<file path="src/rtl/core/mpq_pkg.sv">
// Types, codes and compare function shared by the priority queue modules
package mpq_pkg;

    localparam logic [1:0] CMD_INSERT = 2'd0;
    localparam logic [1:0] CMD_PEEK   = 2'd1;
    localparam logic [1:0] CMD_POP    = 2'd2;

    localparam logic [1:0] ST_VALID   = 2'd0;
    localparam logic [1:0] ST_EMPTY   = 2'd1;
    localparam logic [1:0] ST_DROPPED = 2'd2;

    typedef struct packed {
        logic [1:0]  cmd;
        logic [15:0] rec_tag;
        logic [15:0] rec_roll;
        logic [9:0]  rec_marks;
    } in_item_t;

    typedef struct packed {
        logic [1:0]  status;
        logic [15:0] top_tag;
        logic [15:0] top_roll;
        logic [9:0]  top_marks;
    } out_item_t;

    typedef struct packed {
        logic [9:0]  marks;
        logic [15:0] roll;
        logic [15:0] tag;
    } entry_t;

    typedef struct packed {
        logic insert;
        logic pop;
    } cell_ctrl_t;

    // true when a strictly outranks b
    function automatic logic outranks(input entry_t a, input entry_t b);
        logic res;
        if (a.marks != b.marks)
        begin
            res = (a.marks > b.marks);
        end
        else
        begin
            res = (a.roll < b.roll);
        end
        return res;
    endfunction

endpackage

</file>
<file path="src/rtl/core/mpq_cell.sv">
// One sorted cell of the priority queue chain
module mpq_cell (
    input  logic               clk,
    input  mpq_pkg::cell_ctrl_t ctrl,
    input  logic               occ,
    input  mpq_pkg::entry_t    rec,
    input  mpq_pkg::entry_t    left_entry,
    input  logic               left_go,
    input  mpq_pkg::entry_t    right_entry,
    output mpq_pkg::entry_t    entry,
    output logic               go
);
    import mpq_pkg::*;

    entry_t entry_reg;
    entry_t entry_next;

    // free cells always take the new record or a shifted one
    assign go = !occ || outranks(rec, entry_reg);

    always_comb
    begin
        entry_next = entry_reg;
        if (ctrl.pop)
        begin
            entry_next = right_entry;
        end
        else if (ctrl.insert && go)
        begin
            entry_next = left_go ? left_entry : rec;
        end
    end

    always_ff @(posedge clk)
    begin
        entry_reg <= entry_next;
    end

    assign entry = entry_reg;

endmodule

</file>
<file path="config.mk">
export PLATFORM = sky130hd
export DESIGN_NAME = mpq_cell
export DESIGN_NICKNAME = d
export VERILOG_FILES = /design/src/rtl/core/mpq_pkg.sv /design/src/rtl/core/mpq_cell.sv
export SDC_FILE = /design/constraint.sdc
export NUM_CORES = 1
export LEC_CHECK = 0
export BUFFER_PORTS_ARGS = -buffer_cell sky130_fd_sc_hd__buf_2
export CAP_MARGIN = 5
export CORE_MARGIN = 2
export CORE_UTILIZATION = 40
export DETAILED_ROUTE_END_ITERATION = 16
export GPL_ROUTABILITY_DRIVEN = 0
export PLACE_DENSITY = 0.75
export SLEW_MARGIN = 20
export SYNTH_ARGS = -nofsm -noshare
export SYNTH_HDL_FRONTEND = slang
export SYNTH_SLANG_ARGS = --single-unit
export TNS_END_PERCENT = 20
</file>
<file path="constraint.sdc">
create_clock -name clk -period 7.38 [get_ports clk]
set_input_delay 1.476 -clock clk [delete_from_list [all_inputs] [get_ports clk]]
set_output_delay 1.476 -clock clk [all_outputs]
set_load 0.02 [all_outputs]
</file>
# ---- After elaboration in Yosys (flattened, before gate mapping)
# Cells that the tools add are included.
dict set report totals {
  in_bits 131
  output_inout_bits 43
  elab_cells 14
  ff_bits 42
}
dict set report op_classes {
  reduce_logical 4
  order_cmp 2
  mux 4
  n_eq_ne 1
}
# cell count
set op_table {}
lappend op_table {{2-to-1 mux 42 bit} 3}
lappend op_table {{less-than comparator 16 bit} 1}
lappend op_table {{greater-than comparator 10 bit} 1}
lappend op_table {{inequality test 10 bit} 1}
lappend op_table {{nonzero test 2 bit} 1}
lappend op_table {{logical AND 1 bit} 1}
lappend op_table {{zero test 1 bit} 1}
lappend op_table {{logical OR 1 bit} 1}
lappend op_table {{2-to-1 mux 1 bit} 1}

# ---- Depth between registers and ports, before layout
# Gate-level depths: netlist of the first run.
dict set report logic_depth {
  depth_word 6
  ltp_mapped 7
  mapped_depth_nobuf 7
}

# ---- Least setup slack after synthesis of the first run
# OpenSTA, ideal clock, no wires.
dict set report synth_path {
  kind {input to output}
  start {input rec[39] (netlist name)}
  end {output go}
  path_slack_ps 2988
  required_ps 5904
  n_path_buf 0
  path_stages 6
  arrival_ps 2916
  path_cell_list {ha_1 nand4_2 or3_4 a2111oi_4 o21ai_2 o21ai_0}
}
dict set report synth_between {
  elab_chain_len 3
  word_cells_on_any_way 4
  classes_between {order compare (1); eq/ne (1); mux (1); reduce/logical (1)}
}
# element line
set synth_lines {}
lappend synth_lines {{from (decl)} mpq_cell.sv:6} ;# input mpq_pkg::entry_t rec,
lappend synth_lines {{greater-than comparator 10 bit / inequality test 10 bit (equally long branches)} {mpq_pkg.sv:42, mpq_pkg.sv:40}}
lappend synth_lines {{2-to-1 mux 1 bit (*)} mpq_pkg.sv:40} ;# if (a.marks != b.marks)
lappend synth_lines {{logical OR 1 bit (*)} mpq_cell.sv:19} ;# assign go = !occ || outranks(rec, entry_reg);
lappend synth_lines {{to (decl)} mpq_cell.sv:11} ;# output logic go
# Every way passes the cells marked *; elsewhere a longest branch is shown, timed or not.

# ---- Worst setup path after layout of the first run
# Same ends and word-level chain as after synthesis.

==> results of run 1 <==
## final cells by class
| cell class | count | area [um^2] |
|---|---|---|
| fillers | 631 | 2960 |
| multi-input cells | 193 | 1420 |
| flip-flops and latches | 42 | 1260 |
| repair buffers | 176 | 888 |
| well taps | 96 | 120 |
| inverters | 29 | 109 |
| clock buffers | 5 | 68.8 |
| clock inverters | 2 | 10.0 |
## layout by cell type, fill, tap and decap left out
cell type    n
a21oi_1      5
nand2_1     45
and4_1       1
o31a_1       1
clkinv_2     2
a2111oi_0    1
nand2_8      1
o2111ai_1    1
a21o_1       2
nand4_2      2
edfxtp_1    42
buf_4        3
inv_1       27
ha_1        25
inv_2        2
a211oi_1     3
o21ai_2      2
or3_1        1
nand3_1      1
or3_4        1
nand2b_1     1
o21ai_0      5
o221ai_4     1
mux2i_1     42
o21ai_1     43
buf_2      173
clkbuf_8     5
nor3_1       3
nor2_1       5
a2111oi_4    1
## per-stage QoR
stage          std cells  worst slack, ns  power, mW  hold slack [ns]  util (%)
6_report             543             2.66      0.650             1.39      56.7
5_1_grt              543             2.54      0.689             1.47      56.7
4_1_cts              543             2.67      0.661             1.43      56.7
3_5_place_dp         536             2.72      0.516             1.38      55.6
3_3_place_gp         536             2.78      0.508             1.35      55.6
2_1_floorplan        278             2.99      0.432             1.67         -
## worst min-delay path, cell delays in order, from the launching register on
cell,delay (ns)
edfxtp_1,0.39
inv_1,0.07
ha_1,0.19
a2111oi_4,0.05
o21ai_2,0.09
o221ai_4,0.33
## cells by family (layout without fill, tap and decap cells)
| logic type | Yosys count | count (layout) |
|---|---|---|
| compound gates | 65 | 65 |
| fa+ha+maj | 25 | 25 |
| buf+inv | 43 | 212 |
| flops | 42 | 42 |
| mux | 42 | 42 |
| simple gates | 61 | 61 |
## power by group through the flow
stage	Clock (mW)	Combinational (mW)	Sequential, mW
floorplan	0	0.0890	0.343
global placement	0	0.199	0.309
detailed placement	0	0.206	0.310
CTS	0.149	0.207	0.305
global route	0.156	0.226	0.307
finish	0.143	0.203	0.304
## worst paths after layout
path | start | endpoint | slack, ns
max reg2reg | entry[39]$_DFFE_PP_ | entry[18]$_DFFE_PP_ | 4.27
min | entry[31]$_DFFE_PP_ | entry[33]$_DFFE_PP_ | 1.39
max | rec[39] | go | 2.66
min reg2reg | entry[31]$_DFFE_PP_ | entry[33]$_DFFE_PP_ | 1.39
## routing by layer
| layer | track usage [%] | share of wire (%) |
|---|---|---|
| met1 | 21.1 | 40 |
| met5 | 0 | 0 |
| met3 | 3.86 | 6.1 |
| met4 | 4.41 | 0.49 |
| met2 | 33.9 | 53 |
==> impl_metrics.py, run 1 <==
metrics = {
    "power": {
        "combinationalPowerShare_pct": 31.2,
        "seqPwrFrac_pct": 46.8,
        "share_clk_of_total_power_pct": 21.9,
        "power.switching_fraction_pct": 31.8,
        "power_density_nw_per_um2": 168,
        "intPower_mw": 0.443,
        "worst_ir_drop_vdd_uv": 71.1,
        "power.leakage_nw": 1.99,
        "total_switching_power_mw": 0.207,
    },
    "sta": {
        "setup-violations-final": 0,
        "timing.final.crit_period_ns": 4.72,
        "fin_crit_sh_pct": 63.9,
        "setup-tns-final_ns": 0,
        "skew_ns": 0.00471,
        "finalMaxSlewViolations": 0,
        "worst-slew-pin-transition_ns": 0.787,
        "grt_setup_unrepaired": "no",
        "timing.final.hold_violations": 0,
        "timing.fmax_mhz": 212,
        "maxSlewHeadroom_pct": 47.5,
    },
    "yosys": {
        "yosys_warnings": 0,
        "synth_xor_xnor_area_share_pct": 0,
        "synth_compound_gate_area_share_pct": 13.7,
        "synth-main-ff-cell": "edfxtp_1",
        "syn-num-nets": 434,
        "yosysUniqueCellTypes": 29,
        "synthSimpleGateAreaFrac_pct": 10.1,
        "yosys.cell_count.top_type": "nand2_1",
        "postSynth.asyncResetShare_pct": 0,
        "netlist_area_um2": 2840,
        "syn_avg_cell_area_um2": 10.2,
        "synth.top_cells.by_count": "nand2_1, o21ai_1, edfxtp_1, mux2i_1, inv_1",
        "yosysSeqAreaShare_pct": 44.5,
        "arithmetic_cell_share_of_the_synthesized_area_counting_full_adders_half_adders_and_majority_gates_pct": 11.0,
        "synth-edff-count": 42,
        "synth.area.top_cells": "edfxtp_1, mux2i_1, ha_1",
        "synth.mux.area_fraction_pct": 14.8,
        "dominant_combinational_cell_family_by_area_after_synthesis": "multiplexers",
        "synth-seq-cells": 42,
        "netlist.area_leader.share_pct": 44.5,
        "synth_cells": 278,
        "netlist.top_cell.by_area": "edfxtp_1",
    },
    "worst_setup_path": {
        "arrival_worst_endpoint_ns": 3.24,
        "setup.worst_path.end_class": "output pin",
        "timing.critical_path.depth": 8,
        "critical_path.max_fanout": 2,
        "crit_path_frequent_cell": "buf_2",
        "critical_path.startpoint_type": "input pin",
        "cpPeakStageDelay_ns": 0.39,
        "reg2regPathDepth": 8,
        "critPathRequiredTime_ns": 5.90,
        "crit_type": "input pin to output pin",
        "cp_slowest_cell": "nor3_1",
        "timing.critical_path.max_delay_family": "simple AND/OR/NAND/NOR gates",
        "worstPathCellList": "buf_2 > ha_1 > a211oi_1 > nor2_1 > or3_1 > nor3_1 > o21ai_0 > buf_2",
        "crit_buf_inv": 2,
    },
    "floorplan": {
        "boundaryPins": 174,
        "dieArea_um2": 7780,
        "chipHeight_um": 88.2,
        "die_x_um": 88.2,
        "start_util_pct": 41.5,
        "num_rows": 30,
        "core-area_um2": 6830,
    },
    "clocking": {
        "cts.repair_timing.setup_buffer_count": 0,
        "htree_num_levels": 2,
        "root_buffer": "clkbuf_8",
        "clock_tree.buffer_depth": 2,
        "clk_pin_slew_worst_paths_ns": 0.08,
        "post_cts.resized_instances": 0,
        "cts_stage_hold_buffer_count": 0,
        "clkSinkCount": 42,
        "clock_insertion_delay_worst_skew_ns": 0.29,
        "cts_tree": "built",
        "cts_inserted_buffers": 5,
    },
    "global_route": {
        "vias_in_the_first_global_route": 2468,
        "grt_first_pass_wirelength_mm": 11.0,
        "grt_use_total_pct": 18.2,
        "grt_max_degree": 86,
        "globalRouteOverflowTotal": 0,
        "antenna_violations_before_repair": 0,
    },
    "status": {
        "run_status": "finished, final reports clean",
    },
    "routing": {
        "vias": 2591,
        "drc_violations_left": 0,
        "wl_per_cell_um": 13.1,
        "detailedRoute.firstIterationViolations": 74,
        "drt-vias-per-instance": 4.77,
        "drt_first_pass_iters": 4,
        "postRouteWirelength_mm": 7.10,
        "drt.antenna.violating_nets": 0,
    },
    "finish": {
        "layout-drive-gt1-share_pct": 43.2,
        "postLayoutCellArea_um2": 3880,
        "area.growth.synth_to_final_pct": 36.7,
        "insertedDiodeCount": 0,
        "final_nets": 603,
        "largest_register_ff_count": 42,
    },
    "job": {
        "max_cap_violations": 0,
    },
    "placement": {
        "placement.cell_area_um2": 3800,
        "post-dp-hpwl_mm": 5.65,
        "port-buffer-count": 173,
    },
    "min_path": {
        "hold_path_class": "flip-flop to flip-flop",
        "min_delay_path_depth": 5,
    },
}
Note: power is estimated with default switching activity, not from simulation.
==> run 2, diff against run 1 <==
Clock period 7.38 ns to 4.85 ns, I/O delays scaled along.
==> run 2 against run 1 <==
Largest power group unchanged. Clock power is 92% higher. Hold slack lost 0.43 ns. Global-route usage fell by 0.12 points. Total power is 62% higher. Critical endpoint unchanged.
==> impl_metrics.py, run 2 (synthesis gave the netlist of run 1 again) <==
metrics = {
    "floorplan": {
        "chipHeight_um": 88.2,
        "num_rows": 30,
        "boundaryPins": 174,
        "core-area_um2": 6830,
        "die_x_um": 88.2,
        "dieArea_um2": 7780,
        "start_util_pct": 41.5,
    },
    "clocking": {
        "cts_tree": "built",
        "cts_stage_hold_buffer_count": 0,
        "htree_num_levels": 2,
        "clock_tree.buffer_depth": 2,
        "root_buffer": "clkbuf_8",
        "cts.repair_timing.setup_buffer_count": 0,
        "clkSinkCount": 42,
        "clk_pin_slew_worst_paths_ns": 0.08,
        "cts_inserted_buffers": 5,
        "clock_insertion_delay_worst_skew_ns": 0.29,
        "post_cts.resized_instances": 0,
    },
    "finish": {
        "post_layout_nonfiller_instances": 544,
        "insertedDiodeCount": 0,
        "filler_cell_count": 652,
        "final_nets": 603,
        "largest_register_ff_count": 42,
        "postLayoutCellArea_um2": 3920,
        "layout-drive-gt1-share_pct": 43.1,
        "area.growth.synth_to_final_pct": 38.3,
        "layout.cells.most_common_list": "buf_2, nand2_1, o21ai_1, mux2i_1, edfxtp_1",
        "layout_commonest_cell": "buf_2",
        "postLayoutCoreUtil_pct": 57.4,
    },
    "sta": {
        "maxSlewHeadroom_pct": 44.7,
        "worst-slew-pin-transition_ns": 0.829,
        "skew_ns": 0.00278,
        "timing.final.crit_period_ns": 3.66,
        "grt_setup_unrepaired": "no",
        "timing.fmax_mhz": 273,
        "finalMaxSlewViolations": 0,
        "setup-violations-final": 0,
        "timing.final.hold_violations": 0,
        "worst_hold_slack_ns": 0.962,
        "setup-tns-final_ns": 0,
        "fin_crit_sh_pct": 75.4,
    },
    "routing": {
        "drt-vias-per-instance": 4.75,
        "wl_per_cell_um": 13.2,
        "detailedRoute.firstIterationViolations": 77,
        "postRouteWirelength_mm": 7.20,
        "drt_first_pass_iters": 4,
        "vias": 2582,
        "drt.antenna.violating_nets": 0,
        "drc_violations_left": 0,
    },
    "worst_setup_path": {
        "rr_endpoint": "entry[40]$_DFFE_PP_",
        "reg2regPathDepth": 8,
        "arrival_worst_endpoint_ns": 2.69,
        "critPathRequiredTime_ns": 3.88,
        "critical_path.max_fanout": 3,
        "worst_r2r_startpoint": "entry[39]$_DFFE_PP_",
        "crit_type": "input pin to output pin",
        "critical_path.startpoint_type": "input pin",
        "setup.worst_path.end_class": "output pin",
        "rrSetupSlack_ns": 1.88,
    },
    "min_path": {
        "min_delay_path_depth": 3,
        "hold_path_class": "input pin to flip-flop",
        "whs_endpoint": "entry[13]$_DFFE_PP_",
        "hold_sp": "right_entry[13]",
    },
    "global_route": {
        "grt_first_pass_wirelength_mm": 11.0,
        "grt_use_total_pct": 18.1,
        "grt_max_degree": 45,
        "globalRouteOverflowTotal": 0,
        "antenna_violations_before_repair": 0,
        "vias_in_the_first_global_route": 2450,
    },
    "job": {
        "max_cap_violations": 0,
    },
    "status": {
        "run_status": "finished, final reports clean",
    },
    "power": {
        "power_density_nw_per_um2": 268,
        "power.leakage_nw": 2.01,
        "worst_ir_drop_vdd_uv": 155,
    },
    "placement": {
        "post-place-cells": 536,
        "placement.cell_area_um2": 3810,
        "port-buffer-count": 173,
        "post-dp-hpwl_mm": 5.77,
    },
}
-- run 2: layout make-up --
| cell class | count | area (um^2) | area share (%) |
|---|---|---|---|
| clock buffers | 6 | 72.6 | 1.85 |
| clock inverters | 2 | 37.5 | 0.958 |
| inverters | 29 | 109 | 2.78 |
| multi-input cells | 193 | 1420 | 36.2 |
| flip-flops and latches | 42 | 1260 | 32.2 |
| well taps | 96 | 120 | 3.06 |
| repair buffers | 176 | 901 | 23.0 |
-- run 2: per-layer routing --
| layer | global-route usage [%] | part of all wire [%] | routed length (um) |
|---|---|---|---|
| met3 | 3.39 | 7.0 | 502 |
| met2 | 33.3 | 52 | 3780 |
| met5 | 0 | 0 | 0 |
| met4 | 5.10 | 1.0 | 74 |
| met1 | 21.3 | 40 | 2850 |
-- run 2: worst max-delay path, stage by stage --
cell	delay (ns)
buf_2	0.11
ha_1	0.31
nand4_2	0.15
or3_4	0.44
a2111oi_4	0.30
o21ai_2	0.13
o21ai_0	0.08
buf_2	0.19
-- run 2: worst max path at each step --
| stage | startpoint | endpoint |
|---|---|---|
| 2_1_floorplan | rec[39] | entry[0]$_DFFE_PP_ |
| 3_3_place_gp | rec[39] | go |
| 3_5_place_dp | rec[39] | entry[6]$_DFFE_PP_ |
| 4_1_cts | rec[39] | go |
| 5_1_grt | rec[39] | go |
| 6_report | rec[39] | go |
-- run 2: per-stage QoR --
step	power [mW]	worst slack (ns)
5_1_grt	1.11	1.06
6_report	1.05	1.19
3_3_place_gp	0.777	1.25
3_5_place_dp	0.787	1.19
2_1_floorplan	0.657	1.05
4_1_cts	1.07	1.19
-- run 2: report_power, final --
part | total, mW | leakage [nW] | switching [mW] | internal (mW)
sequential | 0.464 | 0.430 | 0.0154 | 0.448
clock | 0.275 | 0.0514 | 0.122 | 0.154
combinational | 0.312 | 1.53 | 0.181 | 0.131
